===== src/hdl/rbf_pkg.sv =====
// Shared types and fixed widths of the row box filter.
package rbf_pkg;

  localparam int PIXEL_W     = 8;
  localparam int WIN_W       = 7;
  localparam int HALF_W      = WIN_W - 1;
  localparam int WIN_MAX     = (1 << WIN_W) - 1;
  localparam int RECIP_SHIFT = 16;
  localparam int RECIP_W     = RECIP_SHIFT + 1;
  localparam logic [RECIP_W-1:0] RECIP_ONE = RECIP_W'(1) << RECIP_SHIFT;
  localparam int QUEUE_DEPTH = 4;
  localparam int QPTR_W      = $clog2(QUEUE_DEPTH);

  typedef struct packed {
    logic [PIXEL_W-1:0] pixel_in;
    logic               row_end;
  } rbf_in_t;

  typedef struct packed {
    logic [PIXEL_W-1:0] pixel_out;
    logic               row_done;
  } rbf_out_t;

  typedef struct packed {
    logic [PIXEL_W-1:0] term;
    logic               last;
    logic [WIN_W-1:0]   win;
    logic [WIN_W-1:0]   gap_win;
    logic [HALF_W-1:0]  gap_half;
  } rbf_cmd_t;

endpackage


===== src/hdl/row_box_filter.sv =====
// Top level of the horizontal box filter over one pixel row.
//
// Pixels enter on the in channel (valid/ready), one transaction per pixel,
// with row_end set on the last pixel of a row. Averaged pixels leave on the
// out channel (valid/ready); row_done marks the last output of a row.
// The window register is written through cfg_wr_en/cfg_wr_data; a new value
// applies from the first pixel of the next row. After each write the
// reciprocal divider runs, and in_ready is low meanwhile. Throughput is one
// pixel per cycle while the divider is idle, no row end is being flushed and
// outputs are taken. A last pixel occupies the summing engine for one step per
// output position it flushes, set by the single read port of the term ring. An
// output passes the input register, queue, step register and output register.
// Reset empties the pipeline and queue, clears the running sum and position,
// and sets the window to 1. The term ring keeps no reset; only entries written
// earlier in the same row are used. When the receiver stalls, the output
// register holds its transaction, and the queue fills before in_ready falls.
module row_box_filter
  import rbf_pkg::*;
#(
  parameter int MAX_WINDOW     = 64,
  parameter int MAX_ROW_LENGTH = 4096
) (
  input  logic             clk,
  input  logic             rst,
  input  logic             cfg_wr_en,
  input  logic [WIN_W-1:0] cfg_wr_data,
  input  logic             in_valid,
  output logic             in_ready,
  input  rbf_in_t          in_data,
  output logic             out_valid,
  input  logic             out_ready,
  output rbf_out_t         out_data
);

  logic     push_valid;
  logic     push_ready;
  rbf_cmd_t push_cmd;
  logic     pop_valid;
  logic     pop_ready;
  rbf_cmd_t pop_cmd;

  rbf_front #(
    .MAX_WINDOW     (MAX_WINDOW),
    .MAX_ROW_LENGTH (MAX_ROW_LENGTH)
  ) u_front (
    .clk         (clk),
    .rst         (rst),
    .cfg_wr_en   (cfg_wr_en),
    .cfg_wr_data (cfg_wr_data),
    .in_valid    (in_valid),
    .in_ready    (in_ready),
    .in_data     (in_data),
    .push_valid  (push_valid),
    .push_ready  (push_ready),
    .push_cmd    (push_cmd)
  );

  rbf_queue u_queue (
    .clk        (clk),
    .rst        (rst),
    .push_valid (push_valid),
    .push_ready (push_ready),
    .push_cmd   (push_cmd),
    .pop_valid  (pop_valid),
    .pop_ready  (pop_ready),
    .pop_cmd    (pop_cmd)
  );

  rbf_back #(
    .MAX_WINDOW (MAX_WINDOW)
  ) u_back (
    .clk       (clk),
    .rst       (rst),
    .cmd_valid (pop_valid),
    .cmd_ready (pop_ready),
    .cmd       (pop_cmd),
    .out_valid (out_valid),
    .out_ready (out_ready),
    .out_data  (out_data)
  );

endmodule


===== src/hdl/rbf_recip.sv =====
// Serial divider that forms the rounded-up reciprocal of the window length.
module rbf_recip
  import rbf_pkg::*;
(
  input  logic               clk,
  input  logic               rst,
  input  logic               start,
  input  logic [WIN_W-1:0]   divisor,
  output logic               busy,
  output logic [RECIP_W-1:0] quotient
);

  localparam int CNT_W = $clog2(RECIP_W + 1);

  logic [RECIP_W-1:0] quo;
  logic [WIN_W-1:0]   rem;
  logic [WIN_W-1:0]   dvs;
  logic [CNT_W-1:0]   cnt;
  logic               run;
  logic [WIN_W:0]     trial;
  logic [WIN_W:0]     diff;
  logic               ge;

  assign trial = {rem, quo[RECIP_W-1]};
  assign ge    = trial >= {1'b0, dvs};
  assign diff  = trial - {1'b0, dvs};

  always_ff @(posedge clk) begin
    if (rst) begin
      run <= 1'b0;
      cnt <= '0;
      quo <= RECIP_ONE;
      rem <= '0;
      dvs <= WIN_W'(1);
    end else if (start) begin
      run <= 1'b1;
      cnt <= CNT_W'(RECIP_W);
      quo <= RECIP_ONE + RECIP_W'(divisor) - RECIP_W'(1);
      rem <= '0;
      dvs <= divisor;
    end else if (run) begin
      rem <= ge ? diff[WIN_W-1:0] : trial[WIN_W-1:0];
      quo <= {quo[RECIP_W-2:0], ge};
      cnt <= cnt - CNT_W'(1);
      if (cnt == CNT_W'(1)) begin
        run <= 1'b0;
      end
    end
  end

  assign busy     = run;
  assign quotient = quo;

endmodule


===== src/hdl/rbf_front.sv =====
// Input side: window register, per-pixel term and position classification.
module rbf_front
  import rbf_pkg::*;
#(
  parameter int MAX_WINDOW     = 64,
  parameter int MAX_ROW_LENGTH = 4096
) (
  input  logic             clk,
  input  logic             rst,
  input  logic             cfg_wr_en,
  input  logic [WIN_W-1:0] cfg_wr_data,
  input  logic             in_valid,
  output logic             in_ready,
  input  rbf_in_t          in_data,
  output logic             push_valid,
  input  logic             push_ready,
  output rbf_cmd_t         push_cmd
);

  localparam int WinCap = (MAX_WINDOW < WIN_MAX) ? MAX_WINDOW : WIN_MAX;
  localparam int POS_W  = $clog2(MAX_ROW_LENGTH + 1);
  localparam int PROD_W = PIXEL_W + RECIP_W;
  localparam logic [POS_W-1:0] POS_SAT = POS_W'(MAX_ROW_LENGTH);

  logic [WIN_W-1:0]   win_cfg;
  logic [WIN_W-1:0]   act_win;
  logic [RECIP_W-1:0] act_recip;
  logic [POS_W-1:0]   row_pos;

  logic               f1_valid;
  logic [PIXEL_W-1:0] f1_pixel;
  logic               f1_last;
  logic [WIN_W-1:0]   f1_win;
  logic [RECIP_W-1:0] f1_recip;
  logic [POS_W-1:0]   f1_pos;

  logic [WIN_W-1:0]   clamped;
  logic               div_busy;
  logic [RECIP_W-1:0] div_quot;
  logic               row_start;
  logic               accept;
  logic               push;
  logic [PROD_W-1:0]  prod;
  logic [HALF_W-1:0]  half;
  logic [POS_W-1:0]   win_ext;
  logic [POS_W-1:0]   half_ext;

  assign clamped = (cfg_wr_data == '0) ? WIN_W'(1) :
                   (cfg_wr_data > WIN_W'(WinCap)) ? WIN_W'(WinCap) : cfg_wr_data;

  rbf_recip u_recip (
    .clk      (clk),
    .rst      (rst),
    .start    (cfg_wr_en),
    .divisor  (clamped),
    .busy     (div_busy),
    .quotient (div_quot)
  );

  assign row_start = row_pos == '0;
  assign push      = f1_valid && push_ready;
  assign in_ready  = !div_busy && (!f1_valid || push_ready);
  assign accept    = in_valid && in_ready;

  always_ff @(posedge clk) begin
    if (rst) begin
      win_cfg  <= WIN_W'(1);
      act_win  <= WIN_W'(1);
      row_pos  <= '0;
      f1_valid <= 1'b0;
    end else begin
      if (cfg_wr_en) begin
        win_cfg <= clamped;
      end
      if (accept) begin
        if (row_start) begin
          act_win <= win_cfg;
        end
        if (in_data.row_end) begin
          row_pos <= '0;
        end else if (row_pos < POS_SAT) begin
          row_pos <= row_pos + POS_W'(1);
        end
        f1_valid <= 1'b1;
      end else if (push) begin
        f1_valid <= 1'b0;
      end
    end
  end

  always_ff @(posedge clk) begin
    if (accept) begin
      if (row_start) begin
        act_recip <= div_quot;
      end
      f1_pixel <= in_data.pixel_in;
      f1_last  <= in_data.row_end;
      f1_win   <= row_start ? win_cfg : act_win;
      f1_recip <= row_start ? div_quot : act_recip;
      f1_pos   <= row_pos;
    end
  end

  // The term is floor(pixel / window), taken from the scaled reciprocal.
  assign prod     = PROD_W'(f1_pixel) * PROD_W'(f1_recip);
  assign half     = f1_win[WIN_W-1:1];
  assign win_ext  = POS_W'(f1_win);
  assign half_ext = POS_W'(half);

  assign push_valid        = f1_valid;
  assign push_cmd.term     = prod[RECIP_SHIFT +: PIXEL_W];
  assign push_cmd.last     = f1_last;
  assign push_cmd.win      = f1_win;
  assign push_cmd.gap_win  = (f1_pos >= win_ext) ? '0 : WIN_W'(win_ext - f1_pos);
  assign push_cmd.gap_half = (f1_pos >= half_ext) ? '0 : HALF_W'(half_ext - f1_pos);

endmodule


===== src/hdl/rbf_queue.sv =====
// Short command queue between the input side and the summing engine.
module rbf_queue
  import rbf_pkg::*;
(
  input  logic     clk,
  input  logic     rst,
  input  logic     push_valid,
  output logic     push_ready,
  input  rbf_cmd_t push_cmd,
  output logic     pop_valid,
  input  logic     pop_ready,
  output rbf_cmd_t pop_cmd
);

  rbf_cmd_t          entries [QUEUE_DEPTH];
  logic [QPTR_W-1:0] wr_ptr;
  logic [QPTR_W-1:0] rd_ptr;
  logic [QPTR_W:0]   count;
  logic              do_push;
  logic              do_pop;

  assign push_ready = count != (QPTR_W + 1)'(QUEUE_DEPTH);
  assign pop_valid  = count != '0;
  assign pop_cmd    = entries[rd_ptr];
  assign do_push    = push_valid && push_ready;
  assign do_pop     = pop_valid && pop_ready;

  always_ff @(posedge clk) begin
    if (rst) begin
      wr_ptr <= '0;
      rd_ptr <= '0;
      count  <= '0;
    end else begin
      if (do_push) begin
        wr_ptr <= wr_ptr + QPTR_W'(1);
      end
      if (do_pop) begin
        rd_ptr <= rd_ptr + QPTR_W'(1);
      end
      if (do_push && !do_pop) begin
        count <= count + (QPTR_W + 1)'(1);
      end else if (do_pop && !do_push) begin
        count <= count - (QPTR_W + 1)'(1);
      end
    end
  end

  always_ff @(posedge clk) begin
    if (do_push) begin
      entries[wr_ptr] <= push_cmd;
    end
  end

endmodule


===== src/hdl/rbf_back.sv =====
// Summing engine: term ring, running sum, end-of-row flush and output register.
module rbf_back
  import rbf_pkg::*;
#(
  parameter int MAX_WINDOW = 64
) (
  input  logic     clk,
  input  logic     rst,
  input  logic     cmd_valid,
  output logic     cmd_ready,
  input  rbf_cmd_t cmd,
  output logic     out_valid,
  input  logic     out_ready,
  output rbf_out_t out_data
);

  localparam int WinCap = (MAX_WINDOW < WIN_MAX) ? MAX_WINDOW : WIN_MAX;
  localparam int SLOT_W = $clog2(WinCap);
  localparam int RING   = 1 << SLOT_W;

  logic [PIXEL_W-1:0] ring [RING];

  logic [HALF_W-1:0]  flush_idx;
  logic [SLOT_W-1:0]  wslot;
  logic [HALF_W-1:0]  half;
  logic               g_sub;
  logic               g_emit;
  logic               g_write;
  logic               g_final;
  logic               g_done;
  logic [SLOT_W-1:0]  g_slot;
  logic [SLOT_W-1:0]  rd_addr;
  logic               g_adv;

  logic               r_valid;
  logic               r_sub;
  logic               r_emit;
  logic               r_write;
  logic               r_done;
  logic [PIXEL_W-1:0] r_term;
  logic [SLOT_W-1:0]  r_slot;
  logic [PIXEL_W-1:0] mem_q;
  logic               byp;
  logic [PIXEL_W-1:0] byp_data;
  logic [PIXEL_W-1:0] leave;
  logic [PIXEL_W-1:0] sum;
  logic [PIXEL_W-1:0] sum_next;
  logic               r_fire;

  // One step per output position: the pixel step, then the flush steps of a row end.
  assign half    = cmd.win[WIN_W-1:1];
  assign g_sub   = {1'b0, flush_idx} >= cmd.gap_win;
  assign g_emit  = flush_idx >= cmd.gap_half;
  assign g_write = flush_idx == '0;
  assign g_final = !cmd.last || (flush_idx == half);
  assign g_done  = cmd.last && (flush_idx == half);
  assign g_slot  = wslot + SLOT_W'(flush_idx);
  assign rd_addr = g_slot - cmd.win[SLOT_W-1:0];

  assign r_fire    = r_valid && (!r_emit || !out_valid || out_ready);
  assign g_adv     = cmd_valid && (!r_valid || r_fire);
  assign cmd_ready = g_adv && g_final;

  assign leave    = byp ? byp_data : mem_q;
  assign sum_next = sum - (r_sub ? leave : '0) + (r_write ? r_term : '0);

  always_ff @(posedge clk) begin
    if (rst) begin
      flush_idx <= '0;
      wslot     <= '0;
      r_valid   <= 1'b0;
      sum       <= '0;
      out_valid <= 1'b0;
    end else begin
      if (g_adv) begin
        flush_idx <= g_final ? '0 : flush_idx + HALF_W'(1);
        if (g_final) begin
          wslot <= cmd.last ? '0 : wslot + SLOT_W'(1);
        end
        r_valid <= 1'b1;
      end else if (r_fire) begin
        r_valid <= 1'b0;
      end
      if (r_fire) begin
        sum <= r_done ? '0 : sum_next;
      end
      if (r_fire && r_emit) begin
        out_valid <= 1'b1;
      end else if (out_ready) begin
        out_valid <= 1'b0;
      end
    end
  end

  always_ff @(posedge clk) begin
    if (g_adv) begin
      r_sub   <= g_sub;
      r_emit  <= g_emit;
      r_write <= g_write;
      r_done  <= g_done;
      r_term  <= cmd.term;
      r_slot  <= g_slot;
    end
    if (r_fire && r_emit) begin
      out_data.pixel_out <= sum_next;
      out_data.row_done  <= r_done;
    end
  end

  // The read sees the ring before this edge's write, so a same-slot write is forwarded.
  always_ff @(posedge clk) begin
    if (r_fire && r_write) begin
      ring[r_slot] <= r_term;
    end
    if (g_adv) begin
      mem_q    <= ring[rd_addr];
      byp      <= r_fire && r_write && (r_slot == rd_addr);
      byp_data <= r_term;
    end
  end

endmodule


===== config.mk =====
export PLATFORM = sky130hd
export DESIGN_NAME = row_box_filter
export DESIGN_NICKNAME = d
export VERILOG_FILES = /design/src/hdl/rbf_pkg.sv /design/src/hdl/row_box_filter.sv /design/src/hdl/rbf_recip.sv /design/src/hdl/rbf_front.sv /design/src/hdl/rbf_queue.sv /design/src/hdl/rbf_back.sv
export SDC_FILE = /design/constraint.sdc
export NUM_CORES = 1
export LEC_CHECK = 0
export BUFFER_PORTS_ARGS = -buffer_cell sky130_fd_sc_hd__buf_2
export CAP_MARGIN = 25
export CELL_PAD_IN_SITES_DETAIL_PLACEMENT = 1
export CELL_PAD_IN_SITES_GLOBAL_PLACEMENT = 2
export CORE_UTILIZATION = 35
export DETAILED_ROUTE_END_ITERATION = 10
export HOLD_SLACK_MARGIN = 0.06
export PLACE_DENSITY_LB_ADDON = 0.1
export SKIP_CTS_REPAIR_TIMING = 1
export SYNTH_ARGS = -nofsm -noshare
export SYNTH_HDL_FRONTEND = slang
export SYNTH_SLANG_ARGS = --single-unit

===== constraint.sdc =====
create_clock -name clk -period 5.8 [get_ports clk]
set_input_delay 0.29 -clock clk [delete_from_list [all_inputs] [get_ports clk]]
set_output_delay 0.29 -clock clk [all_outputs]
set_load 0.02 [all_outputs]

==> impl_results.md, run 1 <==
- Run status: completed
- Largest family of logic cells by synthesized area: multiplexers
- Netlist cell types: 76
- Detailed Place HPWL: 62100 µm
- Worst path max stage delay: 0.56 ns
- WL/cell: 23.4 µm
- Layout area overhead: 13.9%
- Multiplexer share of the synthesized area: 0.134
- Worst hold-check path type: primary input to flop
- Post-synth top cells: 718 x edfxtp_1, 192 x inv_1, 155 x mux4_2
- Max_cap viols: 0
- Clk Latency, worst-skew pair: 0.66 ns
- Finished Cell Area: 0.0429 mm²
- Clock root buffer master: clkbuf_16
- PwrDens: 610 mW/mm²
- Drt drc: 0
- Total I/O pin count: 32
- Clk pin slew, worst setup/hold paths: 0.06 ns
- CP delay by family, top: adder cells
- Vias in the first global route: 22.1k
- Asr flop ratio synth: 0
- Dpl cell area: 0.0397 mm²
- Primary FF master, synth: edfxtp_1
- Post-Route Utilization: 0.402
- Cells after DPL: 3811
- TritonCTS Buffers: 92
- Initial Util: 0.353
- RSZ-0062 raised after global routing: no
- Worst setup SP type: flop
- CTS tree: done
- DR iter-0 viols: 974
- Top post-synthesis cells by area: edfxtp_1 57%, mux4_2 9.3%, fa_1 5.4%, dfxtp_1 4.7%, mux2i_1 3.9%
- Synth warn: 0
- Die H: 330 µm
- Syn avg cell area: 15.6 µm²
- Final setup vio count: 0
- Placer Congestion: 0.763
- Adder-Cell Fraction of Synth Area: 0.0918
- Worst path bufs/invs: 3
- Critical-path cell list: buf_4 -> and2_1 -> fa_1 -> fa_1 -> fa_1 -> inv_1 -> fa_1 -> inv_1 -> ha_1 -> a21o_1 -> a211oi_1 -> nor2_1 -> nor3_1 -> o22ai_1 -> a311oi_1
- Top-area cell type share of the netlist area: 0.572
- Post-route ant nets: 0
- Syn Nets: 2650
- CORE AREA: 0.107 mm²
- Final hold violation count: 0
- Grt total ovfl: 0
- Tmin final: 5.21 ns
- Final Cycle Share: 0.897
- Final WS setup: 0.595 ns
- EDFF count, synth: 718
- Crit path kind: flop to flop
- Setup TNS: 0 ns
- Die area: 0.109 mm²
- Synthesized area: 0.0377 mm²
- Slew Viols, Final: 0
- First-pass GRT wire length: 141000 µm
- Critical path arrival: 5.62 ns
- Peak Freq: 0.192 GHz
- Peak VDD IR: 0.000480 V
- Setup crit end kind: flop
- CP max stage cell: fa_1
- Drt total wl: 93300 µm
- Synth Area in XOR/XNOR: 0.0163
- Simple-Gate Fraction of Synth Area: 0.0731
- Leakage: 15.2 nW
- Most common cell in the netlist: edfxtp_1
- Dpl ws: 0.605 ns
- Drt pass-1 iters: 5
- Gr usage total: 0.175
- H-tree levels: 3
- Seq/Total Area, Yosys: 0.619
- Slew Limit Headroom: 0.352
- Vias per std cell: 5.03
- CTS Buffer Depth: 3
- Mapped Cells: 2413
- Die width: 330 µm
- Top cell type by total area after synthesis: edfxtp_1
- Worst Max-Slew Pin Slew: 0.968 ns
- CP most frequent cell: fa_1
- Number of synthesized register bits: 807
- Crit-path max FO: 9
- Critical Path RT: 6.21 ns
- Final Non-Filler Cells: 3993
- Via count: 20.1k
- Initial antenna violation count: 2
- Cell Rows: 120
- Sink Count: 807
- Synth Area in Compound Gates: 0.0363
- Layout cell share with drive strength beyond 1: 0.157
- Largest net degree at the start of global routing: 67
- Final nets: 2753
- IO buf count: 31
- Skew final: 0.0226 ns
worst register-to-register path: cells and delay by family (launching register included):
| kind | cells | cell delay [ns] |
|---|---|---|
| simple gates | 3 | 0.71 |
| buf+inv | 3 | 0.35 |
| fa+ha+maj | 5 | 2.42 |
| flops | 1 | 0.52 |
| compound gates | 4 | 0.97 |
through the flow:
step	hold slack (ns)	power, mW
final	0.0897	26.2
after global routing	0.0994	27.7
after CTS	-0.245	26.8
after detailed placement	0.434	20.8
after global placement	0.446	20.6
after floorplan	0.389	16.3
final cells by class:
| cell class | count | area [µm²] |
|---|---|---|
| well taps | 1403 | 1760 |
| inverters | 193 | 724 |
| diodes | 1 | 2.50 |
| multi-input cells | 1327 | 13300 |
| flip-flops and latches | 807 | 23300 |
| clock buffers | 119 | 2490 |
| repair buffers | 95 | 748 |
| clock inverters | 48 | 558 |
| fillers | 10700 | 64000 |
metal layers:
metal / GRT usage / share of wire / vias up
li1: - / - / 9224
met1: 0.230 / 0.45 / 10500
met2: 0.298 / 0.50 / 265
met3: 0.0304 / 0.033 / 110
met4: 0.0422 / 0.020 / 0
met5: 0 / 0 / -
placed cells by master, fill, tap and decap left out, types with 12 or more instances in the layout:
| cell | Yosys | routed |
|---|---|---|
| a211oi_1 | 26 | 26 |
| clkinv_2 | 0 | 13 |
| clkbuf_1 | 49 | 19 |
| dfxtp_1 | 89 | 87 |
| nand2_1 | 82 | 82 |
| dlygate4sd3_1 | 0 | 13 |
| nand2b_1 | 12 | 12 |
| xnor2_1 | 39 | 38 |
| and2_1 | 117 | 117 |
| or3_1 | 12 | 12 |
| buf_4 | 0 | 44 |
| buf_2 | 24 | 31 |
| nor3_1 | 34 | 34 |
| fa_1 | 101 | 100 |
| clkbuf_16 | 0 | 93 |
| a21o_1 | 20 | 20 |
| o21ai_0 | 44 | 44 |
| inv_1 | 192 | 192 |
| nor2b_1 | 34 | 34 |
| a21oi_1 | 49 | 49 |
| xor2_1 | 22 | 21 |
| nor2_1 | 152 | 152 |
| mux4_2 | 155 | 155 |
| mux2i_1 | 146 | 146 |
| clkinv_1 | 1 | 16 |
| ha_1 | 115 | 114 |
| edfxtp_1 | 718 | 718 |
| nand3_1 | 30 | 30 |
report_power, final:
group          total, mW  leakage (nW)  switching, mW  internal [mW]
combinational       12.4          6.49           7.26           5.11
clock               5.89          1.48           2.40           3.49
sequential          7.95          7.25          0.319           7.63
final timing paths:
path	startpoint	end	slack, ns	depth (start not counted)
min	cfg_wr_data[0]	u_front.u_recip.quotient[0]$_SDFFE_PP0P_	0.09	4
max reg2reg	u_front.f1_pixel[3]$_DFFE_PP_	u_queue.entries[1][27]$_DFFE_PP_	0.59	15
min reg2reg	u_front.u_recip.quotient[6]$_SDFFE_PP0P_	u_front.act_recip[6]$_DFFE_PP_	0.45	0
max	u_front.f1_pixel[3]$_DFFE_PP_	u_queue.entries[1][27]$_DFFE_PP_	0.59	15
kinds of logic after synthesis:
family,after synthesis
DFF,807
and+or+nand+nor,533
muxes,308
buffers and inverters,279
adders and majority gates,216
AOI/OAI and AO/OA,204
xor gates and xnor gates,66
sequential cells by signal (all words and copies together), names as in the netlist, 9 cells and up, named ones only:
| signal | flops |
|---|---|
| u_back.out_data | 9 |
| u_back.ring | 512 |
| u_front.act_recip | 17 |
| u_front.f1_pos | 13 |
| u_front.row_pos | 13 |
| u_front.u_recip.quotient | 17 |
| u_queue.entries | 116 |
Note: power is estimated with default switching activity, not from simulation.
==> run 2: changes to the inputs <==
REMOVE_ABC_BUFFERS = 1   (was default)
==> run 2 against run 1 <==
Flip-flop and latch count unchanged. Cell count decreased by 0.28%. Total power down 2.4%. Via count barely moved. Cell area is 0.53% lower. Routed wire length decreased by 0.58%. Die area is the same. Sequential power grew 1%. First-iteration DRC count increased by 3.4%.
==> impl_results.md, run 2 (synthesis gave the netlist of run 1 again) <==
- Run status: completed
- Leakage: 15.1 nW
- Fill cells: 10.7k
- Worst path max stage delay: 0.72 ns
- Total I/O pin count: 32
- Layout area overhead: 13.3%
- Critical path arrival: 5.78 ns
- Dpl ws: 0.341 ns
- Most frequent cells in the layout: 718 x edfxtp_1, 192 x inv_1, 155 x mux4_2
- Crit path launch: u_front.f1_pixel[2]$_DFFE_PP_
- Clk pin slew, worst setup/hold paths: 0.06 ns
- Drt drc: 0
- CTS tree: done
- DR iter-0 viols: 1007
- Worst hold-check path type: primary input to flop
- Biggest register: u_back.ring
- Slew Limit Headroom: 0.324
- CP most frequent cell: fa_1
- Die H: 330 µm
- Vias per std cell: 5.05
- Worst r2r src: u_front.f1_pixel[2]$_DFFE_PP_
- Detailed Place HPWL: 61800 µm
- Setup crit end kind: flop
- Met2 usage: 0.301
- Final Cycle Share: 0.930
- Final WS setup: 0.404 ns
- Grt total ovfl: 0
- Worst path bufs/invs: 3
- CTS Buffer Depth: 3
- First-pass GRT wire length: 141000 µm
- CORE AREA: 0.107 mm²
- Hold Worst Slack: 0.0836 ns
- Largest net degree at the start of global routing: 67
- Most common cell after layout, fill and taps aside: edfxtp_1
- CP delay by family, top: adder cells
- Final setup vio count: 0
- Area of the multi-input gates: 0.0133 mm²
- Final nets: 2743
- Worst Max-Slew Pin Slew: 1.00 ns
- Sink Count: 807
- GRT Max-Usage Layer: met2
- Drt total wl: 92800 µm
- Final hold violation count: 0
- Critical-path cell list: nand2_1 -> fa_1 -> fa_1 -> inv_1 -> fa_1 -> inv_1 -> fa_1 -> inv_1 -> ha_1 -> a21oi_1 -> and3_1 -> a211oi_1 -> nor3_1 -> nor3_1 -> nor4b_1
- Finished Cell Area: 0.0427 mm²
- WL/cell: 23.3 µm
- Max_cap viols: 0
- Via count: 20.1k
- Skew final: 0.0295 ns
- Peak VDD IR: 0.000589 V
- Met3 Track Usage GR: 0.0255
- Placer Congestion: 0.733
- Critical Path RT: 6.19 ns
- TritonCTS Buffers: 92
- Biggest regs: u_back.ring (512), u_queue.entries (116)
- Hold_sp: rst
- RSZ-0062 raised after global routing: no
- Clk Latency, worst-skew pair: 0.66 ns
- Dpl cell area: 0.0397 mm²
- Post-route ant nets: 0
- Met1 Resource Use GR: 0.226
- Clock root buffer master: clkbuf_16
- CP max stage cell: edfxtp_1
- Post-route total power: 25.6 mW
- PwrDens: 599 mW/mm²
- Setup TNS: 0 ns
- Initial antenna violation count: 1
- Layout cell share with drive strength beyond 1: 0.157
- Crit-path max FO: 17
- H-tree levels: 3
- Sequential Area: 0.0233 mm²
- Gr usage total: 0.173
- Crit path kind: flop to flop
- Inserted Diodes: 0
- Final Non-Filler Cells: 3982
- Die width: 330 µm
- Vias in the first global route: 22.1k
- Post-Route Utilization: 0.400
- IO buf count: 31
- Tmin final: 5.40 ns
- Cells after DPL: 3799
- Slew Viols, Final: 0
- Initial Util: 0.353
- Worst setup SP type: flop
- Die area: 0.109 mm²
- Max FFs per register: 512
- Drt pass-1 iters: 5
- Peak Freq: 0.185 GHz
- Cell Rows: 120
run 2: cell types whose count changed in the layout (fill, tap and decap cells not counted), sizes merged:
cell          change
clkinv            +6
bufinv            -6
dlymetal6s2s      -1
dlygate4sd3       -1
clkbuf            -3
clkinvlp          +1
inv               +2
diode             -1
buf               -8
run 2: layer usage:
layer / routed length, µm / vias up / part of all wire
met5: 9 / - / 0.000097
met2: 46500 / 223 / 0.50
met3: 2740 / 112 / 0.030
met1: 41900 / 10600 / 0.45
met4: 1670 / 2 / 0.018
li1: - / 9193 / -
run 2: layout make-up:
type | count | share of cell area
clock inverters | 51 | 0.00929
flip-flops and latches | 807 | 0.547
multi-input cells | 1327 | 0.312
repair buffers | 85 | 0.0160
inverters | 193 | 0.0170
well taps | 1403 | 0.0411
clock buffers | 116 | 0.0585
run 2: power by group:
group | total [mW] | internal (mW) | switching (mW)
Combinational | 11.9 | 4.99 | 6.94
Sequential | 8.04 | 7.63 | 0.415
Clock | 5.59 | 3.23 | 2.37
run 2: final timing paths:
path | slack, ns | end | depth (start not counted)
worst max-delay path | 0.40 | u_queue.entries[3][26]$_DFFE_PP_ | 15
worst min-delay path | 0.08 | u_front.u_recip.quotient[14]$_SDFFE_PP0P_ | 2
worst min register to register | 0.45 | u_back.sum[1]$_SDFFE_PP0P_ | 2
worst max register to register | 0.40 | u_queue.entries[3][26]$_DFFE_PP_ | 15
run 2: worst register-to-register path, delay by kind of cell, from the launching register on:
| kind | cells | cell delay, ns |
|---|---|---|
| compound gates | 2 | 0.25 |
| simple gates | 5 | 1.62 |
| buf+inv | 3 | 0.16 |
| flops | 1 | 0.72 |
| fa+ha+maj | 5 | 2.38 |
==> run 3: changes to the inputs <==
CORE_ASPECT_RATIO = 2   (was default)
SYNTH_HIERARCHICAL = 1   (was default)
==> run 3 against run 2 <==
Register-to-register slack better by 0.24 ns. Cell area down 0.96%. Total power down 5.6%. Die area about the same. Clock power down 7.3%. First-iteration DRC count down 26%. Highest routed layer unchanged.
==> impl_results.md, run 3 <==
- CP max stage cell: edfxtp_1
- Synth warn: 6
- Dpl ws: 0.604 ns
- Peak Freq: 0.194 GHz
- Sink Count: 814
- CTS tree: done
- Worst path bufs/invs: 2
- Top-area cell type share of the netlist area: 0.573
- Critical-path cell list: and2_1 -> fa_1 -> fa_1 -> fa_1 -> inv_1 -> fa_1 -> inv_1 -> ha_1 -> a211oi_1 -> nor2_1 -> a2111oi_4 -> o21ai_2 -> o311ai_4 -> nand2_2 -> a311o_1
- IO buf count: 31
- Total I/O pin count: 32
- CTS Buffer Depth: 3
- Netlist cell types: 81
- Final Cycle Share: 0.889
- Final nets: 2709
- Worst Max-Slew Pin Slew: 1.10 ns
- Skew final: 0.0212 ns
- Top post-synthesis cells by area: edfxtp_1 57%, mux4_2 9.3%, fa_1 5.4%, dfxtp_1 5.1%, ha_1 3.8%
- Die width: 234 µm
- Slew Limit Headroom: 0.266
- Clk pin slew, worst setup/hold paths: 0.06 ns
- Layout cell share with drive strength beyond 1: 0.176
- Slew Viols, Final: 0
- DR iter-0 viols: 741
- First-pass GRT wire length: 144000 µm
- Post-route ant nets: 0
- Biggest register: u_back/ring
- Layout area overhead: 12.4%
- Clock root buffer master: clkbuf_16
- Final WS setup: 0.646 ns
- Leakage: 14.8 nW
- Critical path arrival: 5.53 ns
- Mapped Cells: 2376
- Most frequent cells in the layout: 718 x edfxtp_1, 178 x inv_1, 176 x nor2_1
- Detailed Place HPWL: 69000 µm
- Most common cell after layout, fill and taps aside: edfxtp_1
- Vias in the first global route: 22.7k
- Seq/Total Area, Yosys: 0.624
- PwrDens: 571 mW/mm²
- Final hold violation count: 0
- Final setup vio count: 0
- CP most frequent cell: fa_1
- Max FFs per register: 512
- Die H: 466 µm
- Max_cap viols: 0
- Worst path max stage delay: 0.54 ns
- Drt pass-1 iters: 5
- Primary FF master, synth: edfxtp_1
- Number of synthesized register bits: 814
- Asr flop ratio synth: 0
- Biggest regs: u_back/ring (512), u_queue/entries (116)
- Via count: 19.9k
- Crit-path max FO: 10
- Worst setup SP type: flop
- Die area: 0.109 mm²
- Drt drc: 0
- Worst hold-check path type: primary input to flop
- EDFF count, synth: 718
- Clk Latency, worst-skew pair: 0.66 ns
- RSZ-0062 raised after global routing: no
- Tmin final: 5.15 ns
- Drt total wl: 95400 µm
- Cell Rows: 169
- Cells after DPL: 3748
- Setup crit end kind: flop
- Initial Util: 0.354
- Run status: completed
- Largest net degree at the start of global routing: 71
- Initial antenna violation count: 2
- Placer Congestion: 0.796
- WL/cell: 24.4 µm
- Post-synth top cells: 718 x edfxtp_1, 179 x inv_1, 176 x nor2_1
- Most common cell in the netlist: edfxtp_1
- Peak VDD IR: 0.000412 V
- Final Non-Filler Cells: 3904
- Grt total ovfl: 0
- TritonCTS Buffers: 78
- Vias per std cell: 5.10
- Top cell type by total area after synthesis: edfxtp_1
- H-tree levels: 3
- CORE AREA: 0.106 mm²
- CP delay by family, top: adder cells
- Synthesized area: 0.0376 mm²
- Syn avg cell area: 15.8 µm²
- Crit path kind: flop to flop
- Gr usage total: 0.182
- Critical Path RT: 6.18 ns
## run 3: cell families (layout without fill, tap and decap cells)
group,count (synthesis),after routing,synth area share
buffers and inverters,265,424,0.0297
AOI/OAI and AO/OA,207,207,0.0389
DFF,814,814,0.624
other,0,1,0
adders and majority gates,216,216,0.0919
and+or+nand+nor,525,525,0.0712
muxes,272,272,0.126
xor gates and xnor gates,77,77,0.0181
## run 3: final timing paths
check / slack, ns / start / endpoint / depth (start not counted)
min reg2reg: 0.46 / u_front/u_recip/quotient[13]$_SDFFE_PP0P_ / u_front/f1_recip[13]$_DFFE_PP_ / 0
min: 0.13 / cfg_wr_data[0] / u_front/win_cfg[0]$_SDFFE_PP1P_ / 4
max: 0.65 / u_front/f1_pixel[2]$_DFFE_PP_ / u_queue/entries[3][28]$_DFFE_PP_ / 15
max reg2reg: 0.65 / u_front/f1_pixel[2]$_DFFE_PP_ / u_queue/entries[3][28]$_DFFE_PP_ / 15
## run 3: final cells by class
type	instances	area (µm²)
fillers	10600	64100
flip-flops and latches	814	23500
multi-input cells	1297	13100
clock buffers	93	2080
well taps	1368	1710
repair buffers	102	786
inverters	179	672
clock inverters	50	478
diodes	1	2.50
## run 3: report_power, final
part | total [mW] | switching (mW) | leakage (nW) | internal (mW)
registers | 7.97 | 0.308 | 7.31 | 7.66
logic | 11.0 | 6.42 | 6.27 | 4.57
clock network | 5.18 | 2.28 | 1.26 | 2.91
## run 3: metrics by stage
step / power [mW] / cell area, µm² / TNS (ns) / util / hold slack [ns]
final: 24.1 / 42300 / 0 / 0.398 / 0.130
after floorplan: 14.6 / 37200 / -23.74 / - / 0.359
after global placement: 19.2 / 39600 / 0 / 0.372 / 0.453
after global routing: 25.4 / 42300 / 0 / 0.398 / 0.139
after CTS: 24.7 / 42200 / 0 / 0.396 / -0.256
after detailed placement: 19.4 / 39600 / 0 / 0.372 / 0.464
## run 3: routing by layer
metal	global-route usage	part of all wire	vias to the layer above
li1	-	-	9055
met1	0.171	0.33	10400
met2	0.375	0.61	273
met3	0.0237	0.025	157
met4	0.0756	0.040	2
met5	0	0.00014	-
## run 3: worst reg2reg max path, stage by stage (launching register included)
cell and delay (ns):
edfxtp_1 0.54, and2_1 0.23, fa_1 0.51, fa_1 0.50, fa_1 0.50, inv_1 0.05
fa_1 0.47, inv_1 0.04, ha_1 0.28, a211oi_1 0.27, nor2_1 0.13, a2111oi_4 0.35
o21ai_2 0.21, o311ai_4 0.30, nand2_2 0.09, a311o_1 0.40
